**src/design/gpled_pkg.sv**
```systemverilog
`timescale 1ns / 1ps

package gpled_pkg;

  // Pulse steps between the dark and bright ends of the link-down pulse
  localparam int PULSE_STEPS_DEF = 20;

  // Axis extremes
  localparam logic signed [7:0] AXIS_POS = 8'sd127;
  localparam logic signed [7:0] AXIS_NEG = -8'sd127;
  localparam logic signed [7:0] AXIS_MID = 8'sd0;

  // Register reset levels
  localparam logic [7:0] IDLE_RESET  = 8'd10;
  localparam logic [7:0] PRESS_RESET = 8'd80;

  // Register indexes, decoded from paddr[2]
  localparam logic REG_IDLE  = 1'b0;
  localparam logic REG_PRESS = 1'b1;

  // blue = floor(level * 255 / 200) as (level * 255 * 5243) >> 20
  localparam logic [20:0] BLUE_MUL   = 21'd1336965;
  localparam int          BLUE_SHIFT = 20;

  // Pin positions within pin_levels (active low)
  localparam int PIN_UP    = 0;
  localparam int PIN_DOWN  = 1;
  localparam int PIN_LEFT  = 2;
  localparam int PIN_RIGHT = 3;

  typedef struct packed {
    logic              send_report;
    logic signed [7:0] x_axis;
    logic signed [7:0] y_axis;
    logic        [3:0] button_mask;
  } report_t;

  typedef struct packed {
    logic [7:0] red;
    logic [7:0] green;
    logic [7:0] blue;
  } led_t;

endpackage

```
**src/design/gpled_poll_if.sv**
```systemverilog
`timescale 1ns / 1ps

interface gpled_poll_if;
  logic       valid;
  logic       ready;
  logic [7:0] pin_levels;
  logic       link_up;

  modport source (output valid, output pin_levels, output link_up, input ready);
  modport sink   (input valid, input pin_levels, input link_up, output ready);
endinterface

```
**src/design/gpled_report_if.sv**
```systemverilog
`timescale 1ns / 1ps

interface gpled_report_if;
  logic              valid;
  logic              ready;
  logic              send_report;
  logic signed [7:0] x_axis;
  logic signed [7:0] y_axis;
  logic        [3:0] button_mask;
  logic        [7:0] led_red;
  logic        [7:0] led_green;
  logic        [7:0] led_blue;

  modport source (output valid, output send_report, output x_axis, output y_axis,
                  output button_mask, output led_red, output led_green,
                  output led_blue, input ready);
  modport sink   (input valid, input send_report, input x_axis, input y_axis,
                  input button_mask, input led_red, input led_green,
                  input led_blue, output ready);
endinterface

```
**src/design/gpled_report.sv**
```systemverilog
`timescale 1ns / 1ps

module gpled_report import gpled_pkg::*; (
  input  logic       clk,
  input  logic       rst,
  input  logic       adv,
  input  logic [7:0] pin_levels,
  input  logic       link_up,
  output report_t    rpt
);

  logic [7:0]        pressed;
  logic signed [7:0] x_val;
  logic signed [7:0] y_val;
  logic [3:0]        btn;
  logic              differs;
  logic signed [7:0] sent_x;
  logic signed [7:0] sent_y;
  logic [3:0]        sent_buttons;

  // Decode the pins: up beats down, left beats right
  always_comb begin
    pressed = ~pin_levels;
    if (pressed[PIN_UP]) begin
      y_val = AXIS_NEG;
    end else if (pressed[PIN_DOWN]) begin
      y_val = AXIS_POS;
    end else begin
      y_val = AXIS_MID;
    end
    if (pressed[PIN_LEFT]) begin
      x_val = AXIS_NEG;
    end else if (pressed[PIN_RIGHT]) begin
      x_val = AXIS_POS;
    end else begin
      x_val = AXIS_MID;
    end
    btn     = pressed[7:4];
    differs = (x_val != sent_x) || (y_val != sent_y) || (btn != sent_buttons);
  end

  assign rpt.send_report = link_up && differs;
  assign rpt.x_axis      = x_val;
  assign rpt.y_axis      = y_val;
  assign rpt.button_mask = btn;

  // Remember the last report sent
  always_ff @(posedge clk) begin
    if (rst) begin
      sent_x       <= AXIS_MID;
      sent_y       <= AXIS_MID;
      sent_buttons <= 4'd0;
    end else if (adv && link_up && differs) begin
      sent_x       <= x_val;
      sent_y       <= y_val;
      sent_buttons <= btn;
    end
  end

  a_sent_holds_link_down: assert property (@(posedge clk) disable iff (rst)
    (adv && !link_up) |=> ($stable(sent_x) && $stable(sent_y) && $stable(sent_buttons)))
    else $error("stored report changed while link down");

endmodule

```
**src/design/gpled_led.sv**
```systemverilog
`timescale 1ns / 1ps

module gpled_led import gpled_pkg::*; #(
  parameter int PULSE_STEPS = PULSE_STEPS_DEF
) (
  input  logic       clk,
  input  logic       rst,
  input  logic       adv,
  input  logic [7:0] pin_levels,
  input  logic       link_up,
  input  logic [7:0] idle_brightness,
  input  logic [7:0] press_brightness,
  output led_t       led
);

  localparam logic [5:0] STEPS = 6'(PULSE_STEPS);

  logic [7:0]  pressed;
  logic [4:0]  pulse_level;
  logic        pulse_rising;
  logic [4:0]  pulse_level_next;
  logic        pulse_rising_next;
  logic [5:0]  level_up;
  logic [25:0] blue_prod;
  logic [7:0]  p;

  // Pick the colour by priority
  always_comb begin
    pressed   = ~pin_levels;
    p         = press_brightness;
    blue_prod = 26'(pulse_level * BLUE_MUL);
    if (!link_up) begin
      led = '{red: 8'd0, green: 8'd0, blue: 8'(blue_prod[25:BLUE_SHIFT])};
    end else if (|pressed[3:0]) begin
      led = '{red: p, green: p, blue: p};
    end else if (pressed[4]) begin
      led = '{red: 8'd0, green: 8'd0, blue: p};
    end else if (pressed[5]) begin
      led = '{red: p, green: 8'd0, blue: 8'd0};
    end else if (pressed[6]) begin
      led = '{red: p, green: 8'd0, blue: p};
    end else if (pressed[7]) begin
      led = '{red: 8'd0, green: p, blue: 8'd0};
    end else begin
      led = '{red: idle_brightness, green: idle_brightness, blue: idle_brightness};
    end
  end

  // Bounce the pulse level between zero and the top step
  always_comb begin
    level_up          = {1'b0, pulse_level} + 6'd1;
    pulse_level_next  = pulse_level;
    pulse_rising_next = pulse_rising;
    if (pulse_rising) begin
      if (level_up >= STEPS) begin
        pulse_level_next  = STEPS[4:0];
        pulse_rising_next = 1'b0;
      end else begin
        pulse_level_next = level_up[4:0];
      end
    end else begin
      if (pulse_level <= 5'd1) begin
        pulse_level_next  = 5'd0;
        pulse_rising_next = 1'b1;
      end else begin
        pulse_level_next = pulse_level - 5'd1;
      end
    end
  end

  // Advance only on link-down ticks
  always_ff @(posedge clk) begin
    if (rst) begin
      pulse_level  <= 5'd0;
      pulse_rising <= 1'b1;
    end else if (adv && !link_up) begin
      pulse_level  <= pulse_level_next;
      pulse_rising <= pulse_rising_next;
    end
  end

  a_pulse_in_range: assert property (@(posedge clk) disable iff (rst)
    {1'b0, pulse_level} <= STEPS)
    else $error("pulse level above top step");

  a_pulse_holds_link_up: assert property (@(posedge clk) disable iff (rst)
    (adv && link_up) |=> ($stable(pulse_level) && $stable(pulse_rising)))
    else $error("pulse moved while link up");

endmodule

```
**src/design/gamepad_report_and_status_led.sv**
```systemverilog
`timescale 1ns / 1ps
// Path: an accepted poll word is held in the input register, then in the
//   result register, from which its report word can be taken.
// Throughput: one poll word per cycle while report.ready holds; both
//   stages advance together and the result register frees as it is taken.
// Reset (rst, synchronous): pipeline empty, stored report zero, pulse at
//   step 0 rising, idle_brightness 10, press_brightness 80.

module gamepad_report_and_status_led import gpled_pkg::*; #(
  parameter int PULSE_STEPS = PULSE_STEPS_DEF
) (
  input  logic                  clk,
  input  logic                  rst,
  gpled_poll_if.sink            poll,
  gpled_report_if.source        report,
  input  logic                  psel,
  input  logic                  penable,
  input  logic                  pwrite,
  input  logic [2:0]            paddr,
  input  logic [31:0]           pwdata,
  output logic [31:0]           prdata,
  output logic                  pready
);

  logic       s1_valid;
  logic [7:0] s1_pins;
  logic       s1_link;
  logic       out_valid;
  report_t    out_rpt;
  led_t       out_led;
  report_t    rpt;
  led_t       led;
  logic       out_free;
  logic       s1_adv;
  logic [7:0] idle_brightness;
  logic [7:0] press_brightness;
  logic       cfg_wr;

  // Configuration registers
  assign pready = 1'b1;
  assign cfg_wr = psel && penable && pwrite;

  always_ff @(posedge clk) begin
    if (rst) begin
      idle_brightness  <= IDLE_RESET;
      press_brightness <= PRESS_RESET;
    end else if (cfg_wr) begin
      case (paddr[2])
        REG_IDLE:  idle_brightness  <= pwdata[7:0];
        REG_PRESS: press_brightness <= pwdata[7:0];
        default:   idle_brightness  <= idle_brightness;
      endcase
    end
  end

  always_comb begin
    case (paddr[2])
      REG_IDLE:  prdata = {24'd0, idle_brightness};
      REG_PRESS: prdata = {24'd0, press_brightness};
      default:   prdata = 32'd0;
    endcase
  end

  // Handshake: result register frees when empty or taken
  assign out_free   = !out_valid || report.ready;
  assign s1_adv     = s1_valid && out_free;
  assign poll.ready = !s1_valid || out_free;

  // Input register
  always_ff @(posedge clk) begin
    if (rst) begin
      s1_valid <= 1'b0;
    end else if (poll.ready) begin
      s1_valid <= poll.valid;
    end
  end

  always_ff @(posedge clk) begin
    if (poll.valid && poll.ready) begin
      s1_pins <= poll.pin_levels;
      s1_link <= poll.link_up;
    end
  end

  gpled_report u_report (
    .clk        (clk),
    .rst        (rst),
    .adv        (s1_adv),
    .pin_levels (s1_pins),
    .link_up    (s1_link),
    .rpt        (rpt)
  );

  gpled_led #(
    .PULSE_STEPS (PULSE_STEPS)
  ) u_led (
    .clk              (clk),
    .rst              (rst),
    .adv              (s1_adv),
    .pin_levels       (s1_pins),
    .link_up          (s1_link),
    .idle_brightness  (idle_brightness),
    .press_brightness (press_brightness),
    .led              (led)
  );

  // Result register
  always_ff @(posedge clk) begin
    if (rst) begin
      out_valid <= 1'b0;
    end else if (out_free) begin
      out_valid <= s1_valid;
    end
  end

  always_ff @(posedge clk) begin
    if (s1_adv) begin
      out_rpt <= rpt;
      out_led <= led;
    end
  end

  assign report.valid       = out_valid;
  assign report.send_report = out_rpt.send_report;
  assign report.x_axis      = out_rpt.x_axis;
  assign report.y_axis      = out_rpt.y_axis;
  assign report.button_mask = out_rpt.button_mask;
  assign report.led_red     = out_led.red;
  assign report.led_green   = out_led.green;
  assign report.led_blue    = out_led.blue;

  a_no_send_link_down: assert property (@(posedge clk) disable iff (rst)
    (s1_adv && !s1_link) |=> !out_rpt.send_report)
    else $error("report flagged while link down");

  a_dark_red_link_down: assert property (@(posedge clk) disable iff (rst)
    (s1_adv && !s1_link) |=> (out_led.red == 8'd0 && out_led.green == 8'd0))
    else $error("pulse shows red or green");

endmodule
```
**src/flat_wrapper.sv**
```systemverilog
// flat-port wrapper written by rule: the top's interface ports become plain ports
module gamepad_report_and_status_led_flat import gpled_pkg::*;
#(
  parameter int PULSE_STEPS = PULSE_STEPS_DEF
)
  (clk, rst, psel, penable, pwrite, paddr, pwdata, prdata, pready, poll_valid, poll_pin_levels, poll_link_up, poll_ready, report_valid, report_send_report, report_x_axis, report_y_axis, report_button_mask, report_led_red, report_led_green, report_led_blue, report_ready);
  gpled_poll_if poll_i ();
  gpled_report_if report_i ();
  input  logic clk;
  input  logic rst;
  input  logic psel;
  input  logic penable;
  input  logic pwrite;
  input  logic [2:0] paddr;
  input  logic [31:0] pwdata;
  output logic [31:0] prdata;
  output logic pready;
  input wire logic [$bits(poll_i.valid)-1:0] poll_valid;
  input wire logic [$bits(poll_i.pin_levels)-1:0] poll_pin_levels;
  input wire logic [$bits(poll_i.link_up)-1:0] poll_link_up;
  output wire logic [$bits(poll_i.ready)-1:0] poll_ready;
  output wire logic [$bits(report_i.valid)-1:0] report_valid;
  output wire logic [$bits(report_i.send_report)-1:0] report_send_report;
  output wire logic [$bits(report_i.x_axis)-1:0] report_x_axis;
  output wire logic [$bits(report_i.y_axis)-1:0] report_y_axis;
  output wire logic [$bits(report_i.button_mask)-1:0] report_button_mask;
  output wire logic [$bits(report_i.led_red)-1:0] report_led_red;
  output wire logic [$bits(report_i.led_green)-1:0] report_led_green;
  output wire logic [$bits(report_i.led_blue)-1:0] report_led_blue;
  input wire logic [$bits(report_i.ready)-1:0] report_ready;
  assign poll_i.valid = poll_valid;
  assign poll_i.pin_levels = poll_pin_levels;
  assign poll_i.link_up = poll_link_up;
  assign poll_ready = poll_i.ready;
  assign report_valid = report_i.valid;
  assign report_send_report = report_i.send_report;
  assign report_x_axis = report_i.x_axis;
  assign report_y_axis = report_i.y_axis;
  assign report_button_mask = report_i.button_mask;
  assign report_led_red = report_i.led_red;
  assign report_led_green = report_i.led_green;
  assign report_led_blue = report_i.led_blue;
  assign report_i.ready = report_ready;
  gamepad_report_and_status_led #(.PULSE_STEPS(PULSE_STEPS)) u_core (.clk(clk), .rst(rst), .poll(poll_i), .report(report_i), .psel(psel), .penable(penable), .pwrite(pwrite), .paddr(paddr), .pwdata(pwdata), .prdata(prdata), .pready(pready));
endmodule
```
**config.mk**
```make
export PLATFORM = sky130hd
export DESIGN_NAME = gamepad_report_and_status_led_flat
export DESIGN_NICKNAME = d
export VERILOG_FILES = /design/src/design/gpled_pkg.sv /design/src/design/gpled_poll_if.sv /design/src/design/gpled_report_if.sv /design/src/design/gpled_report.sv /design/src/design/gpled_led.sv /design/src/design/gamepad_report_and_status_led.sv /design/src/flat_wrapper.sv
export SDC_FILE = /design/constraint.sdc
export NUM_CORES = 1
export LEC_CHECK = 0
export ABC_AREA = 1
export BUFFER_PORTS_ARGS = -buffer_cell sky130_fd_sc_hd__buf_2
export CORE_MARGIN = 2
export CORE_UTILIZATION = 30
export DETAILED_ROUTE_END_ITERATION = 16
export HOLD_SLACK_MARGIN = 0.15
export SLEW_MARGIN = 20
export SYNTH_ARGS = -nofsm -noshare
export SYNTH_HDL_FRONTEND = slang
export SYNTH_SLANG_ARGS = --single-unit
```
**constraint.sdc**
```tcl
create_clock -name clk -period 9 [get_ports clk]
set_clock_uncertainty 0.05 [all_clocks]
set_input_delay 1.8 -clock clk [delete_from_list [all_inputs] [get_ports clk]]
set_output_delay 1.8 -clock clk [all_outputs]
set_load 0.02 [all_outputs]
```
==> metrics, run 1 <==
status finished, final reports clean; Hold Path Depth 2; pin count of the biggest net entering global routing 36; final hold slack 440 ps; CTS tree yes; Initial Utilization 30.4%; fin. max-slew vios 0; WP data arrival 2710 ps; die width 136 µm; setup bufs post-CTS 0; worst setup path class in2out; global-route wire length before repair 20200 µm; minimum clock period 4560 ps; Gate power share 14.7%; GRT Total Usage 13.9%; sw power 0.240 mW; max cap viols 0; number of port buffers 79; Clock Latency Late Sink 340 ps; CP startpoint kind input pin; Data required, critical path 7150 ps; syn avg cell area 7.55 µm²; num rows 48; GRT overflow 0; Routed Antenna Nets 0; clock sink count 78; Crit. End Element output port; Reg clk slew, reported paths 60 ps; GP Congestion 0.871; RSZ-0062 raised after global routing no; reg2reg end u_core.report.led_blue[5]$_DFFE_PP_; DRC Markers 0; Tcrit/Tclk final 50.6%; Post-synth EDFFs 44; R2R Path Start u_core.u_led.pulse_level[3]$_SDFFE_PP0P_; Synth-to-Final Area Change 13.0%; Via density 4.50; number of global-route vias before repair 3962; Ys Warns 0; Starting DRT DRC Count 377; fmax 219 MHz; DPL Wire Length 9500 µm; CTS resizes 0; HP Class reg2reg; fin nets 848; post-synthesis sequential area ratio 38.3%; Synth cell types 31; Post-synth ARST share 0%; H-tree depth 3; Setup violations, final 0; Mapped Cells 692; clk root buf clkbuf_16; Die H 136 µm; worst ir drop on vdd 0.0996 mV; post-layout util 34.4%; worst slew pin tran 815 ps; core area 17200 µm²; CTS buffer count 9; sw frac 28.0%; ys flop type edfxtp_1; Yosys reg bits 78; # IOs 131; worst hold start u_core.idle_brightness[6]$_SDFFE_PP0P_; r2r worst-path depth 18; Final Hold Fails 0; Pwr Density 146 nW/µm²; via count 4416; routed wire length 12400 µm; DRT Pass-1 Iters 5; full die area 18500 µm²; mapped cell area 5220 µm²; reg2reg setup slack 5500 ps; CTS max path bufs 2; Antenna diodes 0; clock network fraction of total power 37.4%; part of the power in registers 47.9%; cts hold-fix bufs 0; CP max FO 15; Worst Hold Path EP u_core.idle_brightness[6]$_SDFFE_PP0P_; slew margin rel. 45.6%; layout cells sized above 1 13.6%; Lkg Pwr 2.84 nW; WL per Instance 12.7 µm; Int Power 0.619 mW; initial antenna violation count 0; sum of negative setup slack 0 ps
worst max-delay path, cell delays in order:
cell	delay, ps
buf_2	120
inv_1	320
nand2_1	80
o21ai_0	150
buf_2	230
stage by stage:
step | setup WS [ps] | instances | power, mW | instance area (µm²)
floorplan | 4620 | 715 | 0.516 | 5310
global placement | 4410 | 966 | 0.544 | 5640
detailed placement | 4420 | 966 | 0.545 | 5640
CTS | 4420 | 982 | 0.866 | 5900
global route | 4350 | 982 | 0.904 | 5900
finish | 4440 | 982 | 0.859 | 5900
per-layer routing:
layer / track usage, % / up-vias / share of wire [%]
li1: - / 2349 / -
met3: 2.72 / 16 / 4.7
met1: 20.0 / 1945 / 49
met2: 20.6 / 106 / 44
met4: 5.15 / 0 / 2.1
met5: 0 / - / 0
registers in the layout, indices dropped and copies added, names as in the netlist:
name and count:
u_core.s1_link 1, u_core.u_report.sent_y 3, u_core.report.send_report 1, u_core.report.led_red 8, u_core.report.x_axis 3, u_core.s1_pins 8
u_core.u_led.pulse_rising 1, u_core.report.led_blue 8, u_core.press_brightness 8, u_core.report.button_mask 4, u_core.report.valid 1, u_core.report.led_green 8
u_core.report.y_axis 3, u_core.u_report.sent_x 3, u_core.s1_valid 1, u_core.idle_brightness 8, u_core.u_led.pulse_level 5, u_core.u_report.sent_buttons 4
worst max-delay path by stage:
stage / cells past startpoint / end / start
floorplan: 3 / prdata[0] / paddr[2]
global placement: 4 / prdata[0] / paddr[2]
finish: 5 / prdata[0] / paddr[2]
global route: 5 / prdata[0] / paddr[2]
CTS: 4 / prdata[0] / paddr[2]
detailed placement: 4 / prdata[0] / paddr[2]
kinds of logic after synthesis:
group / after synthesis / share of synthesized area [%]
DFF: 78 / 38.3
and+or+nand+nor: 291 / 23.2
adders and majority gates: 45 / 10.8
other: 2 / 0.144
xor gates and xnor gates: 7 / 1.17
AOI/OAI and AO/OA: 138 / 14.0
buffers and inverters: 131 / 12.3
cell usage in the layout (no fill, tap or decap), drive strengths merged:
cell type,count
nand2,169
buf,81
inv,74
nor2,65
a21oi,63
o21ai,59
ha,45
nand3,44
edfxtp,44
dfxtp,34
conb,25
o211ai,13
clkbuf,11
xor2,6
nand4,6
clkinv,6
nor3,4
a21o,3
or2,2
and3,1
xnor2,1
clkinvlp,1
power groups by stage:
stage	logic [mW]	registers [mW]	clock network [mW]
global placement	0.125	0.419	0
detailed placement	0.126	0.419	0
CTS	0.127	0.412	0.328
finish	0.126	0.412	0.322
global route	0.143	0.414	0.347
floorplan	0.0948	0.422	0
synth_stat cells, types with 2 or more instances:
library cell | instances | share of area, %
nand2_1 | 168 | 12
inv_1 | 70 | 5.0
a21oi_1 | 63 | 6.0
nor2_1 | 63 | 4.5
o21ai_0 | 59 | 5.7
ha_1 | 45 | 11
edfxtp_1 | 44 | 25
nand3_1 | 44 | 4.2
buf_4 | 36 | 5.2
dfxtp_1 | 34 | 13
o211ai_1 | 13 | 1.9
clkbuf_1 | 11 | 0.79
buf_2 | 6 | 0.58
nand4_1 | 6 | 0.72
xor2_1 | 6 | 1.0
a21o_1 | 3 | 0.43
inv_2 | 3 | 0.22
nor3_1 | 3 | 0.29
clkinv_1 | 2 | 0.14
conb_1 | 2 | 0.14
layout make-up:
class	count	area, µm²
clock buffer	11	233
clock inverter	5	26.3
fill	1859	11300
inverter	76	288
multi-input combinational	506	2660
sequential	78	2000
tap	225	282
timing repair buffer	81	410
No activity file was read; power rests on OpenSTA's default activity.
==> inputs of run 2 (changes only) <==
--- a/config.mk
+++ b/config.mk
@@ -5,7 +5,7 @@
 export SDC_FILE = /design/constraint.sdc
 export NUM_CORES = 1
 export LEC_CHECK = 0
-export ABC_AREA = 1
+export ABC_AREA = 0
 export BUFFER_PORTS_ARGS = -buffer_cell sky130_fd_sc_hd__buf_2
 export CORE_MARGIN = 2
 export CORE_UTILIZATION = 30
==> constraint.sdc (replaced) <==
create_clock -name clk -period 4.4 [get_ports clk]
set_clock_uncertainty 0.05 [all_clocks]
set_input_delay 0.88 -clock clk [delete_from_list [all_inputs] [get_ports clk]]
set_output_delay 0.88 -clock clk [all_outputs]
set_load 0.02 [all_outputs]
==> run 2 against run 1 <==
- sequential share of layout area grew 3.4 points
- power grew 97%
- die area shrank 11%
- register-to-register slack lost 4800 ps
- utilization grew 0.96 points
- clock power grew 110%
- cell count shrank 26%
- synthesized cell count shrank 33%
- design area shrank 9.0%
- non-clock buffer count grew 2
- critical path type is now reg2reg
- highest routed layer unchanged
==> metrics, run 2 <==
Synth-to-Final Area Change 15.4%; syn avg cell area 9.96 µm²; num rows 45; worst hold start u_core.u_report.sent_x[0]$_SDFFE_PP0P_; fin nets 633; DRT Pass-1 Iters 4; H-tree depth 3; cts hold-fix bufs 0; Commonest cells post-synth 62 x nand2_1, 45 x ha_1, 44 x edfxtp_1, 40 x a21oi_1, 36 x buf_4; Crit. End Element flop; slew margin rel. 32.3%; r2r worst-path depth 13; Tcrit/Tclk final 83.4%; core area 15200 µm²; via count 3623; Final Hold Fails 0; worst slew pin tran 1010 ps; initial antenna violation count 0; part of the power in registers 48.8%; clock network fraction of total power 39.9%; Hold Path Depth 2; reg2reg end u_core.report.led_blue[5]$_DFFE_PP_; WL per Instance 14.2 µm; RSZ-0062 raised after global routing no; commonest non-fill, non-tap cell in the layout buf_2; cell mode on critical path ha_1; status finished, final reports clean; Die H 129 µm; CTS max path bufs 2; delay-heaviest family, CP adder cells; # IOs 131; die width 129 µm; Pwr Density 315 nW/µm²; Routed Antenna Nets 0; post-layout util 35.3%; most frequent cells in the layout 79 x buf_2, 62 x nand2_1, 45 x ha_1, 44 x edfxtp_1, 40 x a21oi_1; max cap viols 0; R2R Path Start u_core.u_led.pulse_level[2]$_SDFFE_PP0P_; Post-synth ARST share 0%; CTS tree yes; Int Power 1.25 mW; GP Congestion 0.837; mapped cell area 4650 µm²; number of port buffers 79; worst ir drop on vdd 0.161 mV; CTS resizes 0; GRT overflow 0; Antenna diodes 0; clock sink count 78; Yosys reg bits 78; pin count of the biggest net entering global routing 36; HP Class reg2reg; top-count cell post-synth nand2_1; Slowest-stage cell, CP dfxtp_1; fin. max-slew vios 0; sw frac 26.4%; Placed Area 5090 µm²; GRT Total Usage 12.9%; sw power 0.448 mW; number of global-route vias before repair 3463; top cells by area, synth edfxtp_1 28%, dfxtp_1 15%, ha_1 12%; DRC Markers 0; Lkg Pwr 2.35 nW; Setup violations, final 0; CTS buffer count 9; Synth cell types 55; CP max FO 7; sum of negative setup slack 0 ps; DPL Wire Length 7870 µm; layout cells sized above 1 22.1%; WP data arrival 3660 ps; Starting DRT DRC Count 239; Worst Hold Path EP u_core.u_report.sent_x[0]$_SDFFE_PP0P_; Ys Warns 0; slowest stage delay, CP 500 ps; Initial Utilization 30.6%; ys flop type edfxtp_1; global-route wire length before repair 16900 µm; Data required, critical path 4390 ps; full die area 16500 µm²; clk root buf clkbuf_16; Mapped Cells 467; fmax 273 MHz; CP startpoint kind flop; post-route cell area 5370 µm²; Gate power share 11.3%; WP buf/inv 1; Post-synth EDFFs 44; Clock Latency Late Sink 340 ps; cell chain of the critical path inv_1 -> ha_1 -> ha_1 -> xor2_1 -> ha_1 -> a21o_1 -> ha_1 -> nand3_1 -> nor3_1 -> a311oi_1 -> a211o_1 -> xor2_1 -> a21oi_1; share of the synthesized area in the top cell type 28.4%; reg2reg setup slack 730 ps; Via density 4.96; cell taking the most area after synthesis edfxtp_1; setup bufs post-CTS 0; Reg clk slew, reported paths 60 ps; routed wire length 10400 µm; minimum clock period 3670 ps; worst setup path class reg2reg; post-synthesis sequential area ratio 43.0%
-- run 2: logic make-up (layout without fill, tap and decap cells) --
logic type	count (synthesis)	count (layout)	share of synthesized area, %
AOI/OAI and AO/OA	111	111	16.5
xor gates and xnor gates	16	16	3.01
adders and majority gates	48	48	12.7
buffers and inverters	69	121	8.66
DFF	78	78	43.0
muxes	16	16	3.66
other	2	25	0.161
and+or+nand+nor	127	127	12.2
-- run 2: worst max path at each step --
| stage | to | depth (start not counted) | from |
|---|---|---|---|
| global route | u_core.report.led_blue[5]$_DFFE_PP_ | 13 | u_core.u_led.pulse_level[2]$_SDFFE_PP0P_ |
| global placement | u_core.report.led_blue[5]$_DFFE_PP_ | 13 | u_core.u_led.pulse_level[2]$_SDFFE_PP0P_ |
| finish | u_core.report.led_blue[5]$_DFFE_PP_ | 13 | u_core.u_led.pulse_level[2]$_SDFFE_PP0P_ |
| detailed placement | u_core.report.led_blue[5]$_DFFE_PP_ | 13 | u_core.u_led.pulse_level[2]$_SDFFE_PP0P_ |
| CTS | u_core.report.led_blue[5]$_DFFE_PP_ | 13 | u_core.u_led.pulse_level[2]$_SDFFE_PP0P_ |
| floorplan | u_core.report.led_blue[5]$_DFFE_PP_ | 14 | u_core.u_led.pulse_level[3]$_SDFFE_PP0P_ |
-- run 2: worst reg2reg max path: cells and delay by family, from the launching register on --
family	cells	cell delay, ps
fa+ha+maj	4	1090
xor+xnor	2	290
simple gates	2	450
flops	1	500
compound gates	4	780
buf+inv	1	200
-- run 2: per-layer routing --
layer | GRT usage, % | share of wire, % | vias up
li1 | - | - | 1771
met1 | 16.0 | 45 | 1696
met2 | 21.1 | 46 | 134
met3 | 3.04 | 6.6 | 22
met4 | 6.14 | 3.1 | 0
met5 | 0 | 0 | -
-- run 2: layout make-up --
type	instances	area, µm²
Timing Repair Buffer	83	425
Fill cell	1540	9830
Inverter	22	82.6
Clock inverter	7	50.0
Multi-Input combinational cell	343	2350
Clock buffer	9	225
Sequential cell	78	2000
Tap cell	188	235
-- run 2: stage by stage --
step	worst slack, ps	cells	hold WS, ps	total power [mW]
5_1_grt	514	730	477	1.77
2_1_floorplan	956	490	421	0.994
6_report	731	730	458	1.69
3_3_place_gp	783	714	434	1.03
3_5_place_dp	767	714	445	1.03
4_1_cts	749	730	456	1.71
-- run 2: power by group through the flow --
stage                     clock network [mW]  registers (mW)  logic (mW)
after floorplan                            0           0.857       0.137
after global placement                     0           0.841       0.187
after detailed placement                   0           0.843       0.191
after CTS                              0.692           0.827       0.191
after global routing                   0.730           0.831       0.210
final                                  0.675           0.827       0.192
